`src/rtl/srsw_pkg.sv`:
```
`timescale 1ns / 1ps
// Shared types and constants for the selective-repeat send window.
// No dependencies; used by every module of the block.
package srsw_pkg;

  localparam int unsigned MaxSlotsDefault = 16;
  localparam longint unsigned SeqModulus = 64'd65536;
  localparam longint unsigned PayloadBytes = 64'd1024;

  // Residue of the byte offset modulo the sequence modulus.
  localparam int unsigned ResW = 33;
  localparam logic [ResW-1:0] SeqMod = ResW'(SeqModulus);
  localparam logic [ResW-1:0] PayMod = ResW'(PayloadBytes % SeqModulus);
  localparam logic [15:0] PayLen = 16'(PayloadBytes);

  typedef enum logic [1:0] {
    CMD_START = 2'd0,
    CMD_ACK   = 2'd1,
    CMD_RETX  = 2'd2,
    CMD_TICK  = 2'd3
  } cmd_e;

  typedef enum logic [2:0] {
    KIND_ANNOUNCE = 3'd0,
    KIND_DATA     = 3'd1,
    KIND_REQ      = 3'd2,
    KIND_TIMEOUT  = 3'd3,
    KIND_COMPLETE = 3'd4
  } kind_e;

  typedef enum logic [1:0] {
    MARK_EMPTY = 2'd0,
    MARK_DATA  = 2'd1,
    MARK_ACKED = 2'd2
  } mark_e;

  typedef enum logic [1:0] {
    REG_FILE_SIZE = 2'd0,
    REG_WINDOW    = 2'd1,
    REG_TIMEOUT   = 2'd2
  } reg_e;

  typedef enum logic [2:0] {
    ST_IDLE,
    ST_START,
    ST_READ,
    ST_EXEC,
    ST_FLUSH
  } state_e;

  typedef enum logic [1:0] {
    PH_BASE_FIRST,
    PH_BASE_LOOP,
    PH_SCAN
  } phase_e;

  // One window slot as stored in the slot memory.
  typedef struct packed {
    logic [15:0] seq;
    mark_e       mark;
    logic [31:0] offset;
    logic [10:0] len;
    logic [31:0] stamp;
  } slot_t;

  // One result item.
  typedef struct packed {
    kind_e       kind;
    logic [3:0]  slot;
    logic [15:0] seq;
    logic [31:0] offset;
    logic [10:0] len;
  } result_t;

  // Result produced by the sequencer in one cycle, plus end-of-item flush.
  typedef struct packed {
    logic    valid;
    logic    flush;
    result_t res;
  } emit_t;

endpackage

```
`src/rtl/srsw_slot_mem.sv`:
```
`timescale 1ns / 1ps
// Slot memory: one write port, one registered read port, per-entry valid bits.
// Depends on srsw_pkg.
module srsw_slot_mem #(
  parameter int unsigned MaxSlots = srsw_pkg::MaxSlotsDefault,
  parameter int unsigned IdxW = (MaxSlots > 1) ? $clog2(MaxSlots) : 1
) (
  input  logic                 clk_i,
  input  logic                 rst_ni,
  input  logic                 clear_i,
  input  logic                 we_i,
  input  logic [IdxW-1:0]      waddr_i,
  input  srsw_pkg::slot_t      wdata_i,
  input  logic [IdxW-1:0]      raddr_i,
  output srsw_pkg::slot_t      rdata_o
);
  import srsw_pkg::*;

  slot_t                mem [MaxSlots];
  logic [MaxSlots-1:0]  valid_q;
  slot_t                rdata_q;
  logic                 rvalid_q;

  // Storage array and registered read.
  always_ff @(posedge clk_i) begin
    if (we_i) begin
      mem[waddr_i] <= wdata_i;
    end
    rdata_q <= mem[raddr_i];
  end

  // Valid bits: an entry never written since reset or start reads as empty.
  always_ff @(posedge clk_i or negedge rst_ni) begin
    if (!rst_ni) begin
      valid_q  <= '0;
      rvalid_q <= 1'b0;
    end else begin
      rvalid_q <= valid_q[raddr_i];
      if (clear_i) begin
        valid_q <= '0;
      end else if (we_i) begin
        valid_q[waddr_i] <= 1'b1;
      end
    end
  end

  always_comb begin
    rdata_o = rdata_q;
    if (!rvalid_q) begin
      rdata_o.mark = MARK_EMPTY;
    end
  end

endmodule

```
`src/rtl/srsw_out_buf.sv`:
```
`timescale 1ns / 1ps
// Result holding stage: keeps one result back so the final one carries last.
// Depends on srsw_pkg.
module srsw_out_buf (
  input  logic              clk_i,
  input  logic              rst_ni,
  input  srsw_pkg::emit_t   emit_i,
  output logic              strobe_o,
  output logic [2:0]        kind_o,
  output logic [3:0]        slot_o,
  output logic [15:0]       out_seq_o,
  output logic [31:0]       byte_offset_o,
  output logic [10:0]       length_o,
  output logic              last_o
);
  import srsw_pkg::*;

  logic    pend_v_q;
  result_t pend_q;
  logic    strobe_q;
  logic    last_q;
  result_t out_q;

  // Control: a held result leaves when a newer one arrives or the item ends.
  always_ff @(posedge clk_i or negedge rst_ni) begin
    if (!rst_ni) begin
      pend_v_q <= 1'b0;
      strobe_q <= 1'b0;
      last_q   <= 1'b0;
    end else begin
      strobe_q <= pend_v_q & (emit_i.valid | emit_i.flush);
      last_q   <= emit_i.flush;
      if (emit_i.valid) begin
        pend_v_q <= 1'b1;
      end else if (emit_i.flush) begin
        pend_v_q <= 1'b0;
      end
    end
  end

  // Payload.
  always_ff @(posedge clk_i) begin
    out_q <= pend_q;
    if (emit_i.valid) begin
      pend_q <= emit_i.res;
    end
  end

  assign strobe_o      = strobe_q;
  assign kind_o        = out_q.kind;
  assign slot_o        = out_q.slot;
  assign out_seq_o     = out_q.seq;
  assign byte_offset_o = out_q.offset;
  assign length_o      = out_q.len;
  assign last_o        = last_q;

endmodule

```
`src/rtl/selective_repeat_send_window_top.sv`:
```
`timescale 1ns / 1ps
// Top level of the selective-repeat send window: sequencer and window state.
// Depends on srsw_pkg, srsw_slot_mem and srsw_out_buf.
//
// An item is taken when start_i is high and busy_o is low. Results appear one
// per cycle on strobe_o and cannot be held off; last_o marks the final result
// of an item. Each item passes an accept state and a closing flush state; in
// between, a start loads one chunk per cycle (up to the slot count), a tick or
// retransmit request visits every window slot, and an acknowledgement visits
// slots starting from the base. Each slot visit is the read of the slot memory
// (ST_READ) followed by its modify and write back (ST_EXEC). A result is held
// in the output buffer until it is known whether another follows, and is then
// registered onto the outputs.
module selective_repeat_send_window_top #(
  parameter int unsigned MaxSlots = srsw_pkg::MaxSlotsDefault
) (
  input  logic        clk_i,
  input  logic        rst_ni,
  input  logic        cfg_we_i,
  input  logic [1:0]  cfg_index_i,
  input  logic [31:0] cfg_wdata_i,
  input  logic        start_i,
  output logic        busy_o,
  input  logic [1:0]  command_i,
  input  logic [15:0] seq_i,
  input  logic [10:0] ack_len_i,
  output logic        strobe_o,
  output logic [2:0]  kind_o,
  output logic [3:0]  slot_o,
  output logic [15:0] out_seq_o,
  output logic [31:0] byte_offset_o,
  output logic [10:0] length_o,
  output logic        last_o
);
  import srsw_pkg::*;

  localparam int unsigned IdxW = (MaxSlots > 1) ? $clog2(MaxSlots) : 1;
  localparam int unsigned CntW = $clog2(MaxSlots + 1);
  localparam logic [CntW-1:0] MaxCnt = CntW'(MaxSlots);

  // Configuration registers.
  logic [31:0] file_size_q;
  logic [4:0]  window_slots_q;
  logic [15:0] timeout_q;

  // Window state and sequencer registers.
  state_e          state_q, state_d;
  phase_e          phase_q, phase_d;
  cmd_e            cmd_q, cmd_d;
  logic [15:0]     seq_q, seq_d;
  logic [IdxW-1:0] idx_q, idx_d;
  logic [IdxW-1:0] base_q, base_d;
  logic [CntW-1:0] cnt_q, cnt_d;
  logic [CntW-1:0] w_q, w_d;
  logic [31:0]     next_off_q, next_off_d;
  logic [ResW-1:0] res_q, res_d;
  logic [31:0]     acked_q, acked_d;
  logic [31:0]     now_q, now_d;
  logic            fin_q, fin_d;
  logic            started_q, started_d;

  // Memory and output signals.
  logic            mem_clear, mem_we;
  logic [IdxW-1:0] mem_waddr;
  slot_t           mem_wdata, rd;
  emit_t           emit;

  // Chunk arithmetic for the next load.
  logic            ended;
  logic [31:0]     remain;
  logic [15:0]     chunk_len;
  logic [31:0]     off_after;
  logic [ResW:0]   res_sum;
  logic [ResW-1:0] res_next;
  logic [CntW-1:0] clamp_w;
  logic [4:0]      ws_nz;
  logic            accept;
  logic            match;
  logic            stale;
  logic [IdxW-1:0] idx_inc;
  logic [31:0]     acked_sum;
  slot_t           chunk;

  assign accept = start_i & (state_q == ST_IDLE);
  assign busy_o = (state_q != ST_IDLE);

  // The residue advances by the length actually loaded, so it follows the offset.
  assign ended     = (next_off_q >= file_size_q);
  assign remain    = ended ? 32'd0 : (file_size_q - next_off_q);
  assign chunk_len = (remain < {16'd0, PayLen}) ? remain[15:0] : PayLen;
  assign off_after = next_off_q + {16'd0, chunk_len};
  assign res_sum   = {1'b0, res_q} + {{(ResW-15){1'b0}}, chunk_len};
  assign res_next  = (res_sum >= {1'b0, SeqMod}) ? ResW'(res_sum - {1'b0, SeqMod})
                                                 : res_sum[ResW-1:0];
  assign ws_nz     = (window_slots_q == 5'd0) ? 5'd1 : window_slots_q;
  assign clamp_w   = ({27'd0, ws_nz} > MaxSlots) ? MaxCnt : CntW'(ws_nz);
  assign match     = (rd.mark != MARK_EMPTY) && (rd.seq == seq_q);
  assign stale     = (rd.mark == MARK_DATA) && ((now_q - rd.stamp) > {16'd0, timeout_q});
  assign idx_inc   = ({1'b0, idx_q} + 1'b1 == (IdxW+1)'(w_q)) ? '0 : idx_q + 1'b1;
  assign acked_sum = acked_q + {21'd0, ack_len_i};

  always_comb begin
    chunk.seq    = res_q[15:0];
    chunk.mark   = MARK_DATA;
    chunk.offset = next_off_q;
    chunk.len    = chunk_len[10:0];
    chunk.stamp  = now_q;
  end

  // Configuration writes.
  always_ff @(posedge clk_i or negedge rst_ni) begin
    if (!rst_ni) begin
      file_size_q    <= '0;
      window_slots_q <= 5'd16;
      timeout_q      <= 16'd5;
    end else if (cfg_we_i) begin
      unique case (cfg_index_i)
        REG_FILE_SIZE: file_size_q    <= cfg_wdata_i;
        REG_WINDOW:    window_slots_q <= cfg_wdata_i[4:0];
        REG_TIMEOUT:   timeout_q      <= cfg_wdata_i[15:0];
        default:       ;
      endcase
    end
  end

  // Next state.
  always_comb begin
    state_d = state_q;
    unique case (state_q)
      ST_IDLE: begin
        if (accept) begin
          unique case (command_i)
            CMD_START: state_d = ST_START;
            CMD_TICK:  state_d = (started_q && !fin_q) ? ST_READ : ST_FLUSH;
            CMD_RETX:  state_d = (started_q && !fin_q) ? ST_READ : ST_FLUSH;
            default: begin
              if (!started_q || fin_q || acked_sum == file_size_q) begin
                state_d = ST_FLUSH;
              end else begin
                state_d = ST_READ;
              end
            end
          endcase
        end
      end
      ST_START: begin
        if (off_after >= file_size_q || {1'b0, idx_q} + 1'b1 == (IdxW+1)'(w_q)) begin
          state_d = ST_FLUSH;
        end
      end
      ST_READ: state_d = ST_EXEC;
      ST_EXEC: begin
        state_d = ST_READ;
        unique case (cmd_q)
          CMD_TICK, CMD_RETX: begin
            if (idx_inc == '0) state_d = ST_FLUSH;
          end
          default: begin
            unique case (phase_q)
              PH_BASE_FIRST, PH_BASE_LOOP: begin
                if (phase_q == PH_BASE_FIRST && !match) begin
                  if (w_q == CntW'(1)) state_d = ST_FLUSH;
                end else if (!(match || rd.mark == MARK_ACKED) || ended ||
                             cnt_q + 1'b1 == w_q) begin
                  state_d = ST_FLUSH;
                end
              end
              default: begin
                if (match || idx_inc == base_q) state_d = ST_FLUSH;
              end
            endcase
          end
        endcase
      end
      ST_FLUSH: state_d = ST_IDLE;
      default:  state_d = ST_IDLE;
    endcase
  end

  // Datapath updates, memory writes and results.
  always_comb begin
    phase_d    = phase_q;
    cmd_d      = cmd_q;
    seq_d      = seq_q;
    idx_d      = idx_q;
    base_d     = base_q;
    cnt_d      = cnt_q;
    w_d        = w_q;
    next_off_d = next_off_q;
    res_d      = res_q;
    acked_d    = acked_q;
    now_d      = now_q;
    fin_d      = fin_q;
    started_d  = started_q;
    mem_clear  = 1'b0;
    mem_we     = 1'b0;
    mem_waddr  = idx_q;
    mem_wdata  = rd;
    emit       = '0;
    emit.res.kind   = KIND_DATA;
    emit.res.slot   = 4'(idx_q);
    emit.res.seq    = rd.seq;
    emit.res.offset = rd.offset;
    emit.res.len    = rd.len;
    unique case (state_q)
      ST_IDLE: begin
        if (accept) begin
          cmd_d = cmd_e'(command_i);
          seq_d = seq_i;
          idx_d = '0;
          cnt_d = '0;
          unique case (command_i)
            CMD_START: begin
              w_d        = clamp_w;
              mem_clear  = 1'b1;
              base_d     = '0;
              next_off_d = '0;
              res_d      = '0;
              acked_d    = '0;
              fin_d      = 1'b0;
              started_d  = 1'b1;
              emit.valid      = 1'b1;
              emit.res.kind   = KIND_ANNOUNCE;
              emit.res.slot   = '0;
              emit.res.seq    = '0;
              emit.res.offset = file_size_q;
              emit.res.len    = 11'(clamp_w);
            end
            CMD_TICK: now_d = now_q + 32'd1;
            CMD_RETX: ;
            default: begin
              if (started_q && !fin_q) begin
                acked_d = acked_sum;
                idx_d   = base_q;
                phase_d = PH_BASE_FIRST;
                if (acked_sum == file_size_q) begin
                  fin_d           = 1'b1;
                  emit.valid      = 1'b1;
                  emit.res.kind   = KIND_COMPLETE;
                  emit.res.slot   = '0;
                  emit.res.seq    = '0;
                  emit.res.offset = acked_sum;
                  emit.res.len    = '0;
                end
              end
            end
          endcase
        end
      end
      ST_START: begin
        // Load and send one chunk per cycle.
        mem_we          = 1'b1;
        mem_wdata       = chunk;
        emit.valid      = 1'b1;
        emit.res.seq    = chunk.seq;
        emit.res.offset = chunk.offset;
        emit.res.len    = chunk.len;
        next_off_d      = off_after;
        res_d           = res_next;
        idx_d           = idx_q + 1'b1;
      end
      ST_EXEC: begin
        unique case (cmd_q)
          CMD_TICK, CMD_RETX: begin
            if ((cmd_q == CMD_TICK) ? stale : match) begin
              mem_we          = 1'b1;
              mem_wdata.stamp = now_q;
              emit.valid      = 1'b1;
              emit.res.kind   = (cmd_q == CMD_TICK) ? KIND_TIMEOUT : KIND_REQ;
            end
            idx_d = idx_inc;
          end
          default: begin
            unique case (phase_q)
              PH_BASE_FIRST, PH_BASE_LOOP: begin
                if (phase_q == PH_BASE_FIRST && !match) begin
                  // Acknowledgement for another slot: scan from after the base.
                  phase_d = PH_SCAN;
                  idx_d   = idx_inc;
                end else if (match || rd.mark == MARK_ACKED) begin
                  if (ended) begin
                    mem_we         = 1'b1;
                    mem_wdata.mark = MARK_ACKED;
                  end else begin
                    mem_we          = 1'b1;
                    mem_wdata       = chunk;
                    emit.valid      = 1'b1;
                    emit.res.seq    = chunk.seq;
                    emit.res.offset = chunk.offset;
                    emit.res.len    = chunk.len;
                    next_off_d      = off_after;
                    res_d           = res_next;
                    base_d          = idx_inc;
                    idx_d           = idx_inc;
                    cnt_d           = cnt_q + 1'b1;
                    phase_d         = PH_BASE_LOOP;
                  end
                end
              end
              default: begin
                if (match) begin
                  mem_we         = 1'b1;
                  mem_wdata.mark = MARK_ACKED;
                end
                idx_d = idx_inc;
              end
            endcase
          end
        endcase
      end
      ST_FLUSH: emit.flush = 1'b1;
      default: ;
    endcase
  end

  // Control registers.
  always_ff @(posedge clk_i or negedge rst_ni) begin
    if (!rst_ni) begin
      state_q    <= ST_IDLE;
      phase_q    <= PH_BASE_FIRST;
      cmd_q      <= CMD_START;
      idx_q      <= '0;
      base_q     <= '0;
      cnt_q      <= '0;
      w_q        <= MaxCnt;
      next_off_q <= '0;
      res_q      <= '0;
      acked_q    <= '0;
      now_q      <= '0;
      fin_q      <= 1'b0;
      started_q  <= 1'b0;
    end else begin
      state_q    <= state_d;
      phase_q    <= phase_d;
      cmd_q      <= cmd_d;
      idx_q      <= idx_d;
      base_q     <= base_d;
      cnt_q      <= cnt_d;
      w_q        <= w_d;
      next_off_q <= next_off_d;
      res_q      <= res_d;
      acked_q    <= acked_d;
      now_q      <= now_d;
      fin_q      <= fin_d;
      started_q  <= started_d;
    end
  end

  // Input sequence number of the item in progress.
  always_ff @(posedge clk_i) begin
    seq_q <= seq_d;
  end

  srsw_slot_mem #(
    .MaxSlots (MaxSlots),
    .IdxW     (IdxW)
  ) u_mem (
    .clk_i   (clk_i),
    .rst_ni  (rst_ni),
    .clear_i (mem_clear),
    .we_i    (mem_we),
    .waddr_i (mem_waddr),
    .wdata_i (mem_wdata),
    .raddr_i (idx_q),
    .rdata_o (rd)
  );

  srsw_out_buf u_out (
    .clk_i         (clk_i),
    .rst_ni        (rst_ni),
    .emit_i        (emit),
    .strobe_o      (strobe_o),
    .kind_o        (kind_o),
    .slot_o        (slot_o),
    .out_seq_o     (out_seq_o),
    .byte_offset_o (byte_offset_o),
    .length_o      (length_o),
    .last_o        (last_o)
  );

endmodule
```
`config.mk`:
```
export PLATFORM = sky130hd
export DESIGN_NAME = selective_repeat_send_window_top
export DESIGN_NICKNAME = d
export VERILOG_FILES = /design/src/rtl/srsw_pkg.sv /design/src/rtl/srsw_slot_mem.sv /design/src/rtl/srsw_out_buf.sv /design/src/rtl/selective_repeat_send_window_top.sv
export SDC_FILE = /design/constraint.sdc
export NUM_CORES = 2
export LEC_CHECK = 0
export ABC_AREA = 0
export ABC_CLOCK_PERIOD_IN_PS = 10600
export BUFFER_PORTS_ARGS = -buffer_cell sky130_fd_sc_hd__buf_2
export CORE_ASPECT_RATIO = 1.1
export CORE_MARGIN = 3
export CORE_UTILIZATION = 55
export CTS_CLUSTER_SIZE = 14
export DETAILED_ROUTE_END_ITERATION = 12
export PLACE_DENSITY = 0.74
export SYNTH_ARGS = -nofsm -noshare
export SYNTH_HDL_FRONTEND = slang
export SYNTH_SLANG_ARGS = --single-unit
export TNS_END_PERCENT = 30
```
`constraint.sdc`:
```
create_clock -name clk_i -period 10.6 [get_ports clk_i]
set_clock_uncertainty 0.05 [all_clocks]
set_input_delay 2.12 -clock clk_i [delete_from_list [all_inputs] [get_ports clk_i]]
set_output_delay 2.12 -clock clk_i [all_outputs]
set_load 0.01 [all_outputs]
```
; ---- Word level (Yosys, flattened, before mapping)
; Memories as Yosys holds them, arrays and structs flattened. A register that Yosys moved wholly into a read port is not among the register bits.
; Cells that the tools add are included.
[totals]
ff_bits = 377
ramBits = 1488
in_bits = 67
elab_cells = 269
n_memories = 1
[classes]
n_addsub = 10
n_lt_le_gt_ge = 8
n_eq_ne = 33
muxes = 132
n_bitwise = 5
reduce_logical = 48
[mem_list]
columns = name, depth, width, rd, rd_clocked_by_memory_dff, wr, line
row1 = u_mem.mem, 16, 93, 1, 1, 1, srsw_slot_mem.sv:19  ; slot_t mem [MaxSlots];
[ops]
columns = cell, n
row1 = two-way mux 32 bit, 11
row2 = two-way mux 59 bit, 5
row3 = two-way mux 33 bit, 8
row4 = two-way mux 66 bit, 3
row5 = two-way mux 93 bit, 2
row6 = case mux 93 bit (2 select lines), 1
row7 = case mux 59 bit (3 select lines), 1
row8 = two-way mux 75 bit, 2
row9 = case mux 66 bit (2 select lines), 1
row10 = case mux 33 bit (3 select lines), 1
row11 = case mux 32 bit (3 select lines), 1
row12 = two-way mux 16 bit, 5
row13 = >= comparator 32 bit, 2
row14 = case mux 32 bit (2 select lines), 1
row15 = subtractor 32 bit, 2
row16 = two-way mux 61 bit, 1
row17 = two-way mux 4 bit, 15
row18 = two-way mux 5 bit, 8
row19 = adder 33 x 16 -> 34 bit, 1
row20 = ">= comparator 34 x 17 -> 1 bit, second input constant", 1
row21 = two-way mux 3 bit, 11
row22 = "subtractor 33 x 17 -> 33 bit, second input constant", 1
row23 = "adder 32 x 1 -> 32 bit, second input constant", 1
row24 = adder 32 x 11 -> 32 bit, 1
row25 = 56 further kinds, 150

; ---- Logic depth before layout (Yosys ltp)
[depth]
word_depth = 13
ltp_mapped = 39
depth_no_buf = 37

; ---- Cells and area by module
; From an unflattened synthesis, not the netlist that was laid out.
[hier_totals]
hier_cells = 5484
hier_area_um2 = 83919.2
[by_module_without_submodules]
columns = mod, n_inst, cells_per_inst, area_each_um2, seq_area_each_um2
row1 = srsw_slot_mem, 1, 2544, 58931.5, 46970.0
row2 = selective_repeat_send_window_top, 1, 2802, 21590.7, 5290.1
row3 = srsw_out_buf, 1, 138, 3397.0, 3378.2

; ---- Worst setup path before layout
; Ideal clock, no wire load.
[synth_timing]
path_kind = flip-flop to flip-flop
from = register now_q[0]
to = memory u_mem.mem[14][0] in the netlist's numbering (enable)
arrival_ns = 7.405
required_ns = 10.003
setup_slack_ns = 2.598
stages_incl_launch_ff = 22
n_path_buf = 0
synth_period_minus_slack_ns = 8.002
cell_sequence = dfrtp_1 -> inv_1 -> ha_1 -> inv_1 -> fa_1 -> a211oi_1 -> o21ai_0 -> o21ai_0 -> a21oi_1 -> nor2b_1 -> xnor2_1 -> ha_1 -> nand3_1 -> or3_1 -> a21oi_1 -> o41ai_1 -> o2111ai_1 -> nor4_1 -> nand4_1 -> or4_1 -> o311ai_2 -> nor2_1
[synth_via]
elab_chain_cells = 9
[synth_rtl]
columns = item, line
row1 = start: declaration, selective_repeat_send_window_top.sv:58  ; logic [31:0] now_q, now_d;
row2 = start signal: assignment, selective_repeat_send_window_top.sv:343  ; now_q <= now_d;
row3 = subtractor 32 bit, selective_repeat_send_window_top.sv:98  ; assign stale = (rd.mark == MARK_DATA) && ((now_q - rd.stamp) > {16'd0, timeout_q});
row4 = greater-than comparator 32 x 16 -> 1 bit, selective_repeat_send_window_top.sv:98
row5 = logical AND 1 bit, selective_repeat_send_window_top.sv:98
row6 = two-way mux 1 bit (2 in series), selective_repeat_send_window_top.sv:265  ; if ((cmd_q == CMD_TICK) ? stale : match) begin
row7 = two-way mux 1 bit, selective_repeat_send_window_top.sv:263  ; unique case (cmd_q)
row8 = case mux 1 bit (2 select lines), selective_repeat_send_window_top.sv:205  ; unique case (state_q)
row9 = two-way mux 1 bit, srsw_slot_mem.sv:26  ; if (we_i) begin
row10 = two-way mux 1 bit (not written as such), srsw_slot_mem.sv:27  ; mem[waddr_i] <= wdata_i;
row11 = end: declaration, srsw_slot_mem.sv:19
; No other way between the ends.

; ---- Worst setup path in the final report
[layout_timing]
from = register file_size_q[0]
to = register state_q[2]
[layout_via]
elab_chain_cells = 9
word_cells_on_any_way = 22
classes_between = 2 x add/sub / 3 x order compare / 2 x eq/ne / 10 x mux / 5 x reduce/logical
[layout_rtl]
columns = item, line
row1 = start: declaration, selective_repeat_send_window_top.sv:42  ; logic [31:0] file_size_q;
row2 = start signal: assignment, selective_repeat_send_window_top.sv:118  ; REG_FILE_SIZE: file_size_q <= cfg_wdata_i;
row3 = subtractor 32 bit / >= comparator 32 bit (equally long branches), "selective_repeat_send_window_top.sv:89, selective_repeat_send_window_top.sv:88"
row4 = two-way mux 32 bit, selective_repeat_send_window_top.sv:89  ; assign remain = ended ? 32'd0 : (file_size_q - next_off_q);
row5 = < comparator 32 x 11 -> 1 bit, selective_repeat_send_window_top.sv:90  ; assign chunk_len = (remain < {16'd0, PayLen}) ? remain[15:0] : PayLen;
row6 = two-way mux 16 bit, selective_repeat_send_window_top.sv:90
row7 = adder 32 x 16 -> 32 bit, selective_repeat_send_window_top.sv:91  ; assign off_after = next_off_q + {16'd0, chunk_len};
row8 = >= comparator 32 bit, selective_repeat_send_window_top.sv:147  ; if (off_after >= file_size_q || {1'b0, idx_q} + 1'b1 == (IdxW+1)'(w_q)) begin
row9 = logical OR 1 bit, selective_repeat_send_window_top.sv:147
row10 = inequality test 2 bit (no line), --
row11 = AND reduction 2 bit (no line), --
row12 = end signal: assignment, selective_repeat_send_window_top.sv:333  ; state_q <= state_d;
row13 = end: declaration, selective_repeat_send_window_top.sv:47  ; state_e state_q, state_d;
; Several ways; a longest one is shown, not always the timed one. The select of a mux whose other input is x is not followed.
; A chain may end at the register's enable or synchronous reset.

==> run_results.csv <==
group,metric,value,unit
synthesis,yosys_register_bits,1941,
routing,drtIter0Drc,6066,
min_path,hold_class,"reg2reg",
routing,ant_nets,0,
synthesis,netlist_area,0.0830,sq mm
finish,final_cell_mix,"1570 x edfxtp_1, 470 x mux4_2, 389 x nand2_1",
timing,fmax,103,MHz
synthesis,netlist_instances,5155,
clocking,post-cts-setup-buffers,0,
synthesis,synth-main-ff-cell,"edfxtp_1",
synthesis,ys_warn_count,0,
floorplan,core,0.149,sq mm
critical_path,timing.rr.end,"state_q[2]$_DFFE_PN0P_",
critical_path,arrival,10.37,ns
routing,dr.pass1.iters,6,
outcome,status,"completed",
critical_path,r2r_slack,0.94,ns
clocking,cts_buffer_depth,3,
finish,nNetsFinal,5582,
timing,rsz0062_at_grt,"no",
critical_path,cp_slowest_cell,"or4_1",
power_and_ir_drop,p_total,0.0268,W
clocking,cts_tree,"done",
global_routing,grt_usage,0.293,
clocking,root_buffer,"clkbuf_16",
placed_design,gp_congestion,1.00,
critical_path,critical_path_required,11.31,ns
routing,drt-total-wl,226,mm
finish,final_common_cell,"edfxtp_1",
synthesis,netlist.area_leader.share,0.568,
global_routing,grt_max_degree,151,
global_routing,antenna_found_initial,5,
routing,via_per_inst,6.61,
clocking,cts_sinks,1941,
critical_path,worstPathMaxFanout,14,
critical_path,cp-end-kind,"register",
clocking,path_clk_slew,0.06,ns
routing,drt_drc_violations_left,0,
floorplan,initial_utilization,0.558,
floorplan,die_x,376,microns
synthesis,netlist.top_cell.by_area,"edfxtp_1",
min_path,hold_end,"u_out.out_seq_o[9]$_DFF_P_",
clocking,cts_max_level,4,
timing,holdWs,0.271,ns
synthesis,syn_avg_cell_area,16.1,sq um
timing,hold_viol,0,
critical_path,crit_path_start_kind,"register",
timing,finalCritPeriodShare,0.912,
power_and_ir_drop,p_leak,32.4,nW
global_routing,gr-total-overflow,0,
global_routing,grt_pass1_vias,49700,
critical_path,r2r_cells,31,
critical_path,cp_slowest_stage_delay,0.77,ns
synthesis,seq_area_frac_synth,0.670,
critical_path,crit_type,"reg2reg",
floorplan,die_h,413,microns
critical_path,worst-path-buf-inv,3,
clocking,cts-buffers-inserted,187,
clocking,hold_buffers,0,
timing,post-route-min-period,9.66,ns
critical_path,rr_startpoint,"file_size_q[0]$_DFFE_PN0P_",
min_path,min_path_cells,0,
finish,fin_util,0.623,
critical_path,crit_family,"compound AO/OA/AOI/OAI gates",
finish,finalInstanceArea,0.0927,sq mm
clocking,postCtsResizedCells,0,
floorplan,row_count,148,
routing,wl_per_cell,30.2,microns
timing,tightest_slew,1.26,ns
synthesis,yosys-top-cells-area,"edfxtp_1 57%, mux4_2 13%, dfrtp_1 6.3%",
floorplan,pin_count,136,
synthesis,synth-async-reset-ratio,0.109,
min_path,hp-start,"u_out.pend_q[52]$_DFFE_PP_",
routing,vias,49400,
global_routing,grt_first_pass_wirelength,333,mm
floorplan,dieArea,0.156,sq mm
placed_design,portBuffers,135,
power_and_ir_drop,pwr_density_cell,289,mW/mm^2
run,drv_cap,0,
clocking,clock_latency,0.85,ns
timing,max_slew_margin,0.158,
timing,setup_violations,0,
placed_design,dp_hpwl,136,mm
finish,drive_above_1_share,0.207,
timing,setup_tns,0,ns
timing,slew_viol_final,0,
power_and_ir_drop,peakVddDrop,0.190,mV
synthesis,synth_enable_flop_cells,1570,
synthesis,ys_types,91,
finish,syn2layout_area_growth,11.7,%
placed_design,post_dp_cell_area,0.0863,sq mm
-- final cells by class --
type / count / area (sq um)
clock buffer: 256 / 5280
fill: 10500 / 56100
timing repair buffer: 247 / 1590
multi-input combinational: 2794 / 25900
antenna: 3 / 7.51
sequential: 1941 / 55600
inverter: 179 / 681
clock inverter: 98 / 1160
tap: 1950 / 2440
-- kinds of logic after synthesis --
group	count (synthesis)	synth area share
AO/OA/AOI/OAI	881	0.0707
XOR/XNOR	192	0.0203
adder cells (fa/ha/maj)	165	0.0253
buffers and inverters	428	0.0200
flip-flops	1941	0.670
multiplexers	534	0.136
other	1	0.0000452
AND/OR/NAND/NOR	1013	0.0574
-- cell usage after synthesis, types with 128 or more instances --
library cell  count
edfxtp_1       1570
inv_1           177
dfxtp_1         159
o21ai_0         243
ha_1            160
mux4_2          470
dfrtp_1         208
a21oi_1         155
xnor2_1         128
clkbuf_1        162
nor2_1          208
nand2_1         389
-- where the power goes --
group	switching, W	total [W]	internal, W
logic	0.00524	0.00860	0.00336
registers	0.000812	0.0113	0.0105
clock network	0.00292	0.00688	0.00396
-- through the flow --
stage                     setup slack [ns]  cells
after floorplan                       2.60   5163
after global placement                1.11   7111
after detailed placement              1.13   7111
after CTS                             1.07   7465
after global routing                 0.475   7466
final                                0.936   7468
-- flip-flops by register name, summed over array words and instances, names as in the netlist, 11 cells and up --
signal and flops:
u_mem.mem 1488, u_mem.rdata_o 91, u_out.pend_q 66, acked_q 32, file_size_q 32, next_off_q 32, now_q 32, u_out.byte_offset_o 32
res_q 16, seq_q 16, timeout_q 16, u_mem.valid_q 16, u_out.out_seq_o 16, u_out.length_o 11
-- worst max-delay path by stage --
stage	end	from	slack, ns	cells past startpoint
6_report	state_q[2]$_DFFE_PN0P_	file_size_q[0]$_DFFE_PN0P_	0.94	31
4_1_cts	state_q[2]$_DFFE_PN0P_	file_size_q[0]$_DFFE_PN0P_	1.07	31
5_1_grt	state_q[2]$_DFFE_PN0P_	file_size_q[0]$_DFFE_PN0P_	0.48	31
3_5_place_dp	state_q[2]$_DFFE_PN0P_	file_size_q[0]$_DFFE_PN0P_	1.13	31
3_3_place_gp	state_q[2]$_DFFE_PN0P_	file_size_q[0]$_DFFE_PN0P_	1.11	31
2_1_floorplan	u_mem.mem[14][0]$_DFFE_PP_	now_q[0]$_DFFE_PN0P_	2.60	21
-- routing by layer --
layer,vias to the layer above,part of all wire,global-route usage
met5,-,0,0
met1,25600,0.39,0.393
met2,2583,0.49,0.475
li1,20700,-,-
met4,0,0.045,0.127
met3,479,0.084,0.0544
Note: power is estimated with default switching activity, not from simulation.
